$ cat config.mk
export PLATFORM = sky130hd
export DESIGN_NAME = i2c_master_byte_engine_top
export DESIGN_NICKNAME = d
export VERILOG_FILES = /design/src/rtl/core/i2cm_pkg.sv /design/src/rtl/core/i2cm_engine.sv /design/src/rtl/core/i2c_master_byte_engine_top.sv
export SDC_FILE = /design/constraint.sdc
export NUM_CORES = 1
export LEC_CHECK = 0
export BUFFER_PORTS_ARGS = -buffer_cell sky130_fd_sc_hd__buf_2
export CAP_MARGIN = 25
export CORE_UTILIZATION = 40
export CTS_BUF_LIST = sky130_fd_sc_hd__clkbuf_2
export CTS_CLUSTER_DIAMETER = 40
export DETAILED_ROUTE_END_ITERATION = 12
export SYNTH_ARGS = -nofsm -noshare
export SYNTH_HDL_FRONTEND = slang
export SYNTH_HIERARCHICAL = 1
export SYNTH_SLANG_ARGS = --single-unit
$ cat constraint.sdc
create_clock -name clk -period 2.83 [get_ports clk]
set_clock_uncertainty 0.15 [all_clocks]
set_input_delay 0.283 -clock clk [delete_from_list [all_inputs] [get_ports clk]]
set_output_delay 0.283 -clock clk [all_outputs]
set_load 0.005 [all_outputs]
$ cat src/rtl/core/i2cm_pkg.sv
`default_nettype none

package i2cm_pkg;

    // Command codes carried in the mode field; any other code is a tick.
    localparam logic [2:0] CMD_TICK  = 3'd0;
    localparam logic [2:0] CMD_START = 3'd1;
    localparam logic [2:0] CMD_STOP  = 3'd2;
    localparam logic [2:0] CMD_WRITE = 3'd3;
    localparam logic [2:0] CMD_READ  = 3'd4;

    // Configuration register indexes.
    localparam logic REG_HALF_BIT_TICKS  = 1'b0;
    localparam logic REG_STRETCH_RETRIES = 1'b1;

    localparam logic [15:0] HALF_BIT_TICKS_RESET  = 16'd5;
    localparam logic [7:0]  STRETCH_RETRIES_RESET = 8'd10;

    typedef struct packed {
        logic [2:0] mode;
        logic [7:0] data_byte;
        logic       send_ack;
        logic       scl_level;
        logic       sda_level;
    } in_item_t;

    typedef struct packed {
        logic       scl_drive;
        logic       sda_drive;
        logic       busy_res;
        logic       done_res;
        logic [7:0] read_byte;
        logic       ack_received;
    } out_item_t;

endpackage

`default_nettype wire

$ cat src/rtl/core/i2cm_engine.sv
`default_nettype none

module i2cm_engine (
    input  wire logic              clk,
    input  wire logic              rst_n,
    input  wire logic              step,
    input  wire i2cm_pkg::in_item_t item,
    input  wire logic [15:0]       half_bit_ticks,
    input  wire logic [7:0]        stretch_retries,
    output i2cm_pkg::out_item_t    result
);

    typedef enum logic [3:0] {
        PH_IDLE,
        PH_ST1,
        PH_ST2,
        PH_ST3,
        PH_SP1,
        PH_SP2,
        PH_SP3,
        PH_BLOW,
        PH_BCHK,
        PH_BSTR,
        PH_BHIGH
    } phase_t;

    phase_t      phase_reg,  phase_next;
    logic [15:0] wait_reg,   wait_next;
    logic [7:0]  retry_reg,  retry_next;
    logic [3:0]  bit_reg,    bit_next;
    logic [7:0]  shift_reg,  shift_next;
    logic [2:0]  cmd_reg,    cmd_next;
    logic        ackw_reg,   ackw_next;
    logic        scl_reg,    scl_next;
    logic        sda_reg,    sda_next;
    logic        last_ack_reg, last_ack_next;
    logic [7:0]  read_reg,   read_next;
    logic        done;

    logic [15:0] load_val;
    logic        expired;
    logic [15:0] wait_dec;
    logic        is_cmd;
    logic        receive;
    logic [7:0]  gh_shift;
    logic        gh_ack;
    logic [7:0]  hi_shift;
    logic [3:0]  hi_bit;

    // Level driven on SDA while SCL is low at the start of a bit.
    function automatic logic bit_sda(input logic [2:0] cmd, input logic [3:0] idx,
                                     input logic [7:0] shf, input logic ackw);
        logic v;
        if (cmd == i2cm_pkg::CMD_WRITE)
            v = (idx < 4'd8) ? shf[7] : 1'b1;
        else
            v = (idx < 4'd8) ? 1'b1 : ~ackw;
        return v;
    endfunction

    assign load_val = (half_bit_ticks == 16'd0) ? 16'd1 : half_bit_ticks;
    assign expired  = (wait_reg <= 16'd1);
    assign wait_dec = expired ? 16'd0 : wait_reg - 16'd1;
    assign is_cmd   = (item.mode == i2cm_pkg::CMD_START) || (item.mode == i2cm_pkg::CMD_STOP)
                   || (item.mode == i2cm_pkg::CMD_WRITE) || (item.mode == i2cm_pkg::CMD_READ);

    // Sampling done when SCL is seen high (or the stretch wait gives up).
    assign receive  = (cmd_reg == i2cm_pkg::CMD_WRITE) ? (bit_reg == 4'd8) : (bit_reg < 4'd8);
    assign gh_shift = (receive && cmd_reg != i2cm_pkg::CMD_WRITE)
                    ? {shift_reg[6:0], item.sda_level} : shift_reg;
    assign gh_ack   = (receive && cmd_reg == i2cm_pkg::CMD_WRITE)
                    ? ~item.sda_level : last_ack_reg;

    // End of the high half of a bit.
    assign hi_shift = (cmd_reg == i2cm_pkg::CMD_WRITE && bit_reg < 4'd8)
                    ? {shift_reg[6:0], 1'b0} : shift_reg;
    assign hi_bit   = bit_reg + 4'd1;

    always_comb
    begin
        phase_next    = phase_reg;
        wait_next     = wait_reg;
        retry_next    = retry_reg;
        bit_next      = bit_reg;
        shift_next    = shift_reg;
        cmd_next      = cmd_reg;
        ackw_next     = ackw_reg;
        scl_next      = scl_reg;
        sda_next      = sda_reg;
        last_ack_next = last_ack_reg;
        read_next     = read_reg;
        done          = 1'b0;

        if (step)
        begin
            if (phase_reg == PH_IDLE)
            begin
                if (is_cmd)
                begin
                    cmd_next  = item.mode;
                    bit_next  = 4'd0;
                    wait_next = load_val;
                    case (item.mode)
                        i2cm_pkg::CMD_START:
                        begin
                            sda_next   = 1'b1;
                            scl_next   = 1'b1;
                            phase_next = PH_ST1;
                        end
                        i2cm_pkg::CMD_STOP:
                        begin
                            sda_next   = 1'b0;
                            phase_next = PH_SP1;
                        end
                        i2cm_pkg::CMD_WRITE:
                        begin
                            shift_next = item.data_byte;
                            sda_next   = item.data_byte[7];
                            phase_next = PH_BLOW;
                        end
                        default:
                        begin
                            shift_next = 8'd0;
                            ackw_next  = item.send_ack;
                            sda_next   = 1'b1;
                            phase_next = PH_BLOW;
                        end
                    endcase
                end
            end
            else
            begin
                case (phase_reg)
                    PH_ST1, PH_ST2, PH_SP1, PH_SP2:
                    begin
                        if (expired)
                        begin
                            wait_next = load_val;
                            case (phase_reg)
                                PH_ST1:
                                begin
                                    sda_next   = 1'b0;
                                    phase_next = PH_ST2;
                                end
                                PH_ST2:
                                begin
                                    scl_next   = 1'b0;
                                    phase_next = PH_ST3;
                                end
                                PH_SP1:
                                begin
                                    scl_next   = 1'b1;
                                    phase_next = PH_SP2;
                                end
                                default:
                                begin
                                    sda_next   = 1'b1;
                                    phase_next = PH_SP3;
                                end
                            endcase
                        end
                        else
                        begin
                            wait_next = wait_dec;
                        end
                    end
                    PH_ST3, PH_SP3:
                    begin
                        wait_next = wait_dec;
                        if (expired)
                        begin
                            phase_next = PH_IDLE;
                            done       = 1'b1;
                        end
                    end
                    PH_BLOW:
                    begin
                        wait_next = wait_dec;
                        if (expired)
                        begin
                            scl_next   = 1'b1;
                            retry_next = stretch_retries;
                            phase_next = PH_BCHK;
                        end
                    end
                    PH_BCHK:
                    begin
                        wait_next = load_val;
                        if (item.scl_level)
                        begin
                            shift_next    = gh_shift;
                            last_ack_next = gh_ack;
                            phase_next    = PH_BHIGH;
                        end
                        else
                        begin
                            phase_next = PH_BSTR;
                        end
                    end
                    PH_BSTR:
                    begin
                        wait_next = wait_dec;
                        if (expired)
                        begin
                            if (retry_reg == 8'd0)
                            begin
                                // Out of retries: the bit goes on regardless.
                                shift_next    = gh_shift;
                                last_ack_next = gh_ack;
                                wait_next     = load_val;
                                phase_next    = PH_BHIGH;
                            end
                            else
                            begin
                                retry_next = retry_reg - 8'd1;
                                phase_next = PH_BCHK;
                            end
                        end
                    end
                    PH_BHIGH:
                    begin
                        wait_next = wait_dec;
                        if (expired)
                        begin
                            scl_next   = 1'b0;
                            shift_next = hi_shift;
                            bit_next   = hi_bit;
                            if (hi_bit > 4'd8)
                            begin
                                if (cmd_reg == i2cm_pkg::CMD_READ)
                                    read_next = hi_shift;
                                phase_next = PH_IDLE;
                                done       = 1'b1;
                            end
                            else
                            begin
                                sda_next   = bit_sda(cmd_reg, hi_bit, hi_shift, ackw_reg);
                                wait_next  = load_val;
                                phase_next = PH_BLOW;
                            end
                        end
                    end
                    default:
                    begin
                        phase_next = PH_IDLE;
                    end
                endcase
            end
        end
    end

    always_ff @(posedge clk or negedge rst_n)
    begin
        if (!rst_n)
        begin
            phase_reg    <= PH_IDLE;
            wait_reg     <= 16'd0;
            retry_reg    <= 8'd0;
            bit_reg      <= 4'd0;
            shift_reg    <= 8'd0;
            cmd_reg      <= i2cm_pkg::CMD_TICK;
            ackw_reg     <= 1'b0;
            scl_reg      <= 1'b1;
            sda_reg      <= 1'b1;
            last_ack_reg <= 1'b0;
            read_reg     <= 8'd0;
        end
        else
        begin
            phase_reg    <= phase_next;
            wait_reg     <= wait_next;
            retry_reg    <= retry_next;
            bit_reg      <= bit_next;
            shift_reg    <= shift_next;
            cmd_reg      <= cmd_next;
            ackw_reg     <= ackw_next;
            scl_reg      <= scl_next;
            sda_reg      <= sda_next;
            last_ack_reg <= last_ack_next;
            read_reg     <= read_next;
        end
    end

    always_comb
    begin
        result.scl_drive    = scl_next;
        result.sda_drive    = sda_next;
        result.busy_res     = (phase_next != PH_IDLE);
        result.done_res     = done;
        result.read_byte    = read_next;
        result.ack_received = last_ack_next;
    end

endmodule

`default_nettype wire

$ cat src/rtl/core/i2c_master_byte_engine_top.sv
// I2C master byte engine. Each item is either a timing tick or, while no command is
// running, a start, stop, write-byte or read-byte command; every item returns exactly one
// result with the SCL and SDA drives, busy, a done pulse, the last read byte and the last
// write's ACK. The block takes one item per clock cycle unless a waiting result is held
// back by result_ready, and an item passes through the input register and then the result
// register; the bit engine between them computes its step combinationally. Configuration
// is written through cfg_we, cfg_index and cfg_data and must only change while no command
// is running and no result is outstanding.
`default_nettype none

module i2c_master_byte_engine_top (
    input  wire logic              clk,
    input  wire logic              rst_n,
    input  wire logic              item_valid,
    output logic                   item_ready,
    input  wire i2cm_pkg::in_item_t item,
    output logic                   result_valid,
    input  wire logic              result_ready,
    output i2cm_pkg::out_item_t    result,
    input  wire logic              cfg_we,
    input  wire logic              cfg_index,
    input  wire logic [15:0]       cfg_data
);

    logic                 in_vld_reg;
    i2cm_pkg::in_item_t   in_item_reg;
    logic                 out_vld_reg;
    i2cm_pkg::out_item_t  out_item_reg;
    logic [15:0]          hbt_reg;
    logic [7:0]           retries_reg;
    logic                 advance;
    i2cm_pkg::out_item_t  step_result;

    // The held item moves on whenever the result register is free or being emptied.
    assign advance    = in_vld_reg && (!out_vld_reg || result_ready);
    assign item_ready = !in_vld_reg || advance;

    i2cm_engine u_engine (
        .clk             (clk),
        .rst_n           (rst_n),
        .step            (advance),
        .item            (in_item_reg),
        .half_bit_ticks  (hbt_reg),
        .stretch_retries (retries_reg),
        .result          (step_result)
    );

    always_ff @(posedge clk or negedge rst_n)
    begin
        if (!rst_n)
        begin
            in_vld_reg  <= 1'b0;
            out_vld_reg <= 1'b0;
            hbt_reg     <= i2cm_pkg::HALF_BIT_TICKS_RESET;
            retries_reg <= i2cm_pkg::STRETCH_RETRIES_RESET;
        end
        else
        begin
            if (item_ready)
                in_vld_reg <= item_valid;
            if (advance)
                out_vld_reg <= 1'b1;
            else if (result_ready)
                out_vld_reg <= 1'b0;
            if (cfg_we && cfg_index == i2cm_pkg::REG_HALF_BIT_TICKS)
                hbt_reg <= cfg_data;
            if (cfg_we && cfg_index == i2cm_pkg::REG_STRETCH_RETRIES)
                retries_reg <= cfg_data[7:0];
        end
    end

    always_ff @(posedge clk)
    begin
        if (item_ready && item_valid)
            in_item_reg <= item;
        if (advance)
            out_item_reg <= step_result;
    end

    assign result_valid = out_vld_reg;
    assign result       = out_item_reg;

endmodule

`default_nettype wire

==> impl_metrics.xml <==
<?xml version="1.0" encoding="UTF-8"?>
<metrics>
  <group name="outcome">
    <metric name="status" unit="">finished with violations</metric>
    <metric name="failing_checks" unit="">setup timing</metric>
  </group>
  <group name="sta">
    <metric name="fin_ws" unit="ps">-114.1</metric>
    <metric name="hold_slack" unit="ps">46.62</metric>
    <metric name="final_max_tran_viols" unit="">0</metric>
    <metric name="post-route-period-util" unit="">1.040</metric>
    <metric name="fmaxAchievable" unit="GHz">0.3397</metric>
    <metric name="max_slew.worst_pin.slew" unit="ps">590.7</metric>
    <metric name="relSlewSlack" unit="">0.6062</metric>
    <metric name="post-route-min-period" unit="ps">2944</metric>
    <metric name="rsz_0062_raised_after_global_routing" unit="">true</metric>
    <metric name="setup_viol" unit="">1</metric>
    <metric name="timing.final.hold_violations" unit="">0</metric>
  </group>
  <group name="placement">
    <metric name="post-dp-hpwl" unit="mm">9.393</metric>
    <metric name="io_buffers" unit="">50</metric>
    <metric name="finalWeightedCongestion" unit="">0.9015</metric>
    <metric name="worst_case_setup_slack_after_placement" unit="ps">-177.3</metric>
  </group>
  <group name="floorplanning">
    <metric name="die_h" unit="µm">119.0</metric>
    <metric name="std_cell_rows" unit="">42</metric>
    <metric name="die_area" unit="mm²">0.01417</metric>
    <metric name="die-width" unit="µm">119.0</metric>
    <metric name="initial_core_util" unit="">0.4121</metric>
    <metric name="coreArea" unit="mm²">0.01330</metric>
    <metric name="io-pin-count" unit="">51</metric>
  </group>
  <group name="yosys">
    <metric name="synth_enable_flop_cells" unit="">27</metric>
    <metric name="yosysTopAreaCell" unit="">sky130_fd_sc_hd__dfrtp_1</metric>
    <metric name="syn-cell-area" unit="mm²">0.005479</metric>
    <metric name="synth_top_cells_by_area" unit="">sky130_fd_sc_hd__dfrtp_1, sky130_fd_sc_hd__edfxtp_1, sky130_fd_sc_hd__mux2_2</metric>
    <metric name="netlist_instances" unit="">528</metric>
    <metric name="yosys.cell_count.top_type" unit="">sky130_fd_sc_hd__dfrtp_1</metric>
    <metric name="synth_fp_nets" unit="">569</metric>
    <metric name="fraction_of_synthesized_cell_area_taken_by_the_top_area_cell_type" unit="">0.3425</metric>
    <metric name="postSynthAreaPerCell" unit="µm²">10.38</metric>
    <metric name="synthDistinctLibCells" unit="">59</metric>
    <metric name="synth_commonest_cells" unit="">sky130_fd_sc_hd__dfrtp_1, sky130_fd_sc_hd__nand2_1, sky130_fd_sc_hd__nor2_1</metric>
    <metric name="postSynthRegisterBits" unit="">108</metric>
    <metric name="ys.flop_type" unit="">sky130_fd_sc_hd__dfrtp_1</metric>
    <metric name="synthesis.yosys.warnings" unit="">6</metric>
    <metric name="synthArstFlopShare" unit="">0.7500</metric>
    <metric name="share_of_the_yosys_chip_area_belonging_to_registers" unit="">0.5193</metric>
  </group>
  <group name="job">
    <metric name="max-cap-violations" unit="">0</metric>
  </group>
  <group name="clocking">
    <metric name="htreeDepth" unit="">3</metric>
    <metric name="clock_latency" unit="ps">670</metric>
    <metric name="cts.path.max_buffers" unit="">2</metric>
    <metric name="cts_inserted_buffers" unit="">9</metric>
    <metric name="cts.clk_slew.worst_paths" unit="ps">290</metric>
    <metric name="tritoncts" unit="">built</metric>
    <metric name="tritoncts_sinks" unit="">108</metric>
    <metric name="clock_root_cell" unit="">sky130_fd_sc_hd__clkbuf_2</metric>
  </group>
  <group name="power_and_ir_drop">
    <metric name="worst_ir_drop_vdd" unit="µV">407.9</metric>
    <metric name="comb_power_share" unit="">0.377</metric>
    <metric name="netSwitchingFraction" unit="">0.3739</metric>
    <metric name="pwr-share-clk" unit="">0.154</metric>
    <metric name="power.leakage" unit="nW">2.817</metric>
    <metric name="cellInternalPower" unit="mW">2.861</metric>
    <metric name="seqPwrFrac" unit="">0.469</metric>
    <metric name="power_per_cell_area" unit="mW/mm²">676.7</metric>
    <metric name="power_switching" unit="mW">1.708</metric>
  </group>
  <group name="cells_and_area">
    <metric name="areaGrowthSynthToFinish" unit="%">23.25</metric>
    <metric name="area_of_the_multi_input_gates" unit="mm²">0.002477</metric>
    <metric name="n_antenna_cell" unit="">0</metric>
    <metric name="fillCellCount" unit="">1242</metric>
    <metric name="seq_area" unit="mm²">0.002846</metric>
    <metric name="final_layout_size_suffix_gt1_frac" unit="">0.2680</metric>
    <metric name="nets" unit="">689</metric>
  </group>
  <group name="worst_setup_path">
    <metric name="crit_path_max_fanout" unit="">3</metric>
    <metric name="critical_path.endpoint_type" unit="">flip-flop</metric>
    <metric name="timing.critical_path.slowest_cell_delay" unit="ps">480</metric>
    <metric name="critical-path-slowest-cell" unit="">sky130_fd_sc_hd__or4_1</metric>
    <metric name="critPathRequiredTime" unit="ps">3100</metric>
    <metric name="worstSetupPathType" unit="">reg -&gt; reg</metric>
    <metric name="crit_chain" unit="">or3_4, or4_4, or4_4, o22ai_1, and3_1, o22ai_1, or4_1</metric>
    <metric name="critPathArrivalTime" unit="ps">3220</metric>
    <metric name="critical_path_startpoint_category" unit="">flip-flop</metric>
  </group>
  <group name="grt">
    <metric name="grt_pass1_wl" unit="mm">22.43</metric>
    <metric name="grt_start_max_net_pins" unit="">82</metric>
    <metric name="grt_overflow" unit="">0</metric>
    <metric name="grt_util_overall" unit="">0.2000</metric>
    <metric name="first_global_vias" unit="">4507</metric>
    <metric name="initial_antenna_violation_count" unit="">0</metric>
  </group>
  <group name="drt">
    <metric name="dr.first_iter.drc_count" unit="">304</metric>
    <metric name="finalWirelength" unit="mm">13.53</metric>
    <metric name="drtPass1Iterations" unit="">5</metric>
    <metric name="remaining_drc_errors" unit="">0</metric>
    <metric name="vias_per_cell" unit="">5.549</metric>
    <metric name="vias" unit="">4600</metric>
    <metric name="avgRoutedWirePerCell" unit="µm">16.32</metric>
    <metric name="postRouteAntennaNets" unit="">0</metric>
  </group>
  <group name="hold_path">
    <metric name="min_path_type" unit="">in -&gt; reg</metric>
  </group>
</metrics>
-- critical path: cells and delay by family, from the launching register on --
| kind | cells | cell delay [ps] |
|---|---|---|
| flip-flops | 1 | 450 |
| AND/OR/NAND/NOR | 5 | 1920 |
| AO/OA/AOI/OAI | 2 | 210 |
-- placed cells by master (no fill, tap or decap), types with 13 or more instances in the layout --
master,instances
sky130_fd_sc_hd__dfrtp_1,74
sky130_fd_sc_hd__buf_4,56
sky130_fd_sc_hd__buf_2,49
sky130_fd_sc_hd__nand2_1,42
sky130_fd_sc_hd__nor2_1,41
sky130_fd_sc_hd__o21ai_0,36
sky130_fd_sc_hd__dlygate4sd3_1,35
sky130_fd_sc_hd__a21oi_1,32
sky130_fd_sc_hd__edfxtp_1,27
sky130_fd_sc_hd__nor3_1,19
sky130_fd_sc_hd__mux2_2,17
sky130_fd_sc_hd__a22o_1,15
sky130_fd_sc_hd__nand3_1,13
-- cell families after synthesis --
| logic type | synth area share |
|---|---|
| buf+inv | 0.03699 |
| mux | 0.07696 |
| xor+xnor | 0.006395 |
| flops | 0.5193 |
| compound gates | 0.1765 |
| fa+ha+maj | 0.01142 |
| simple gates | 0.1724 |
-- per-stage QoR --
step                setup TNS (ps)  total power, mW  std cells  utilization  instance area [µm²]
detailed placement          -177.3            3.777        772       0.4645                 6176
global placement            -145.7            3.748        772       0.4645                 6176
finish                      -114.1            4.569        829       0.5079                 6753
floorplan                   -123.7            3.178        528            -                 5479
global route                -237.6            4.867        829       0.5079                 6753
CTS                         -108.0            4.532        823       0.5002                 6650
-- final timing paths --
kind	from	end	slack, ps	depth (start not counted)
hold reg to reg	u_engine/sda_reg	u_engine/sda_reg	370	2
setup reg to reg	u_engine/wait_reg[10]	result[10]	-110	7
setup / recovery	u_engine/wait_reg[10]	result[10]	-110	7
hold / removal	cfg_we	retries_reg[5]	50	3
min in group asynchronous	rst_n	u_engine/shift_reg[3]	300	3
max in group asynchronous	rst_n	hbt_reg[2]	1560	4
-- routing by layer --
| layer | track usage | routed length, µm |
|---|---|---|
| met1 | 0.2625 | 6141 |
| met3 | 0.03927 | 560 |
| met2 | 0.3281 | 6545 |
| met4 | 0.07120 | 279 |
| met5 | 0 | 0 |
-- area by class of cell --
class                           instances  share of cell area
Sequential cell                       108              0.4215
Multi-Input combinational cell        376              0.3669
Clock inverter                          7             0.01001
Timing Repair Buffer                  142              0.1562
Tap cell                              176             0.03261
Clock buffer                            9            0.006670
Inverter                               11            0.006115
-- timing repair --
action,CTS,global route
hold endpoints to repair,115,9
hold buffers,34,1
setup buffers,1,4
gates resized for setup,3,10
pin swaps,6,1
endpoints found under the setup margin,1,26
-- power groups by stage --
stage / Combinational [mW] / Clock [mW] / Sequential (mW)
final: 1.72 / 0.704 / 2.14
after global routing: 1.90 / 0.787 / 2.18
after CTS: 1.66 / 0.733 / 2.14
after detailed placement: 1.61 / 0 / 2.16
after global placement: 1.59 / 0 / 2.16
after floorplan: 1.06 / 0 / 2.12
No activity file was read; power rests on OpenSTA's default activity.
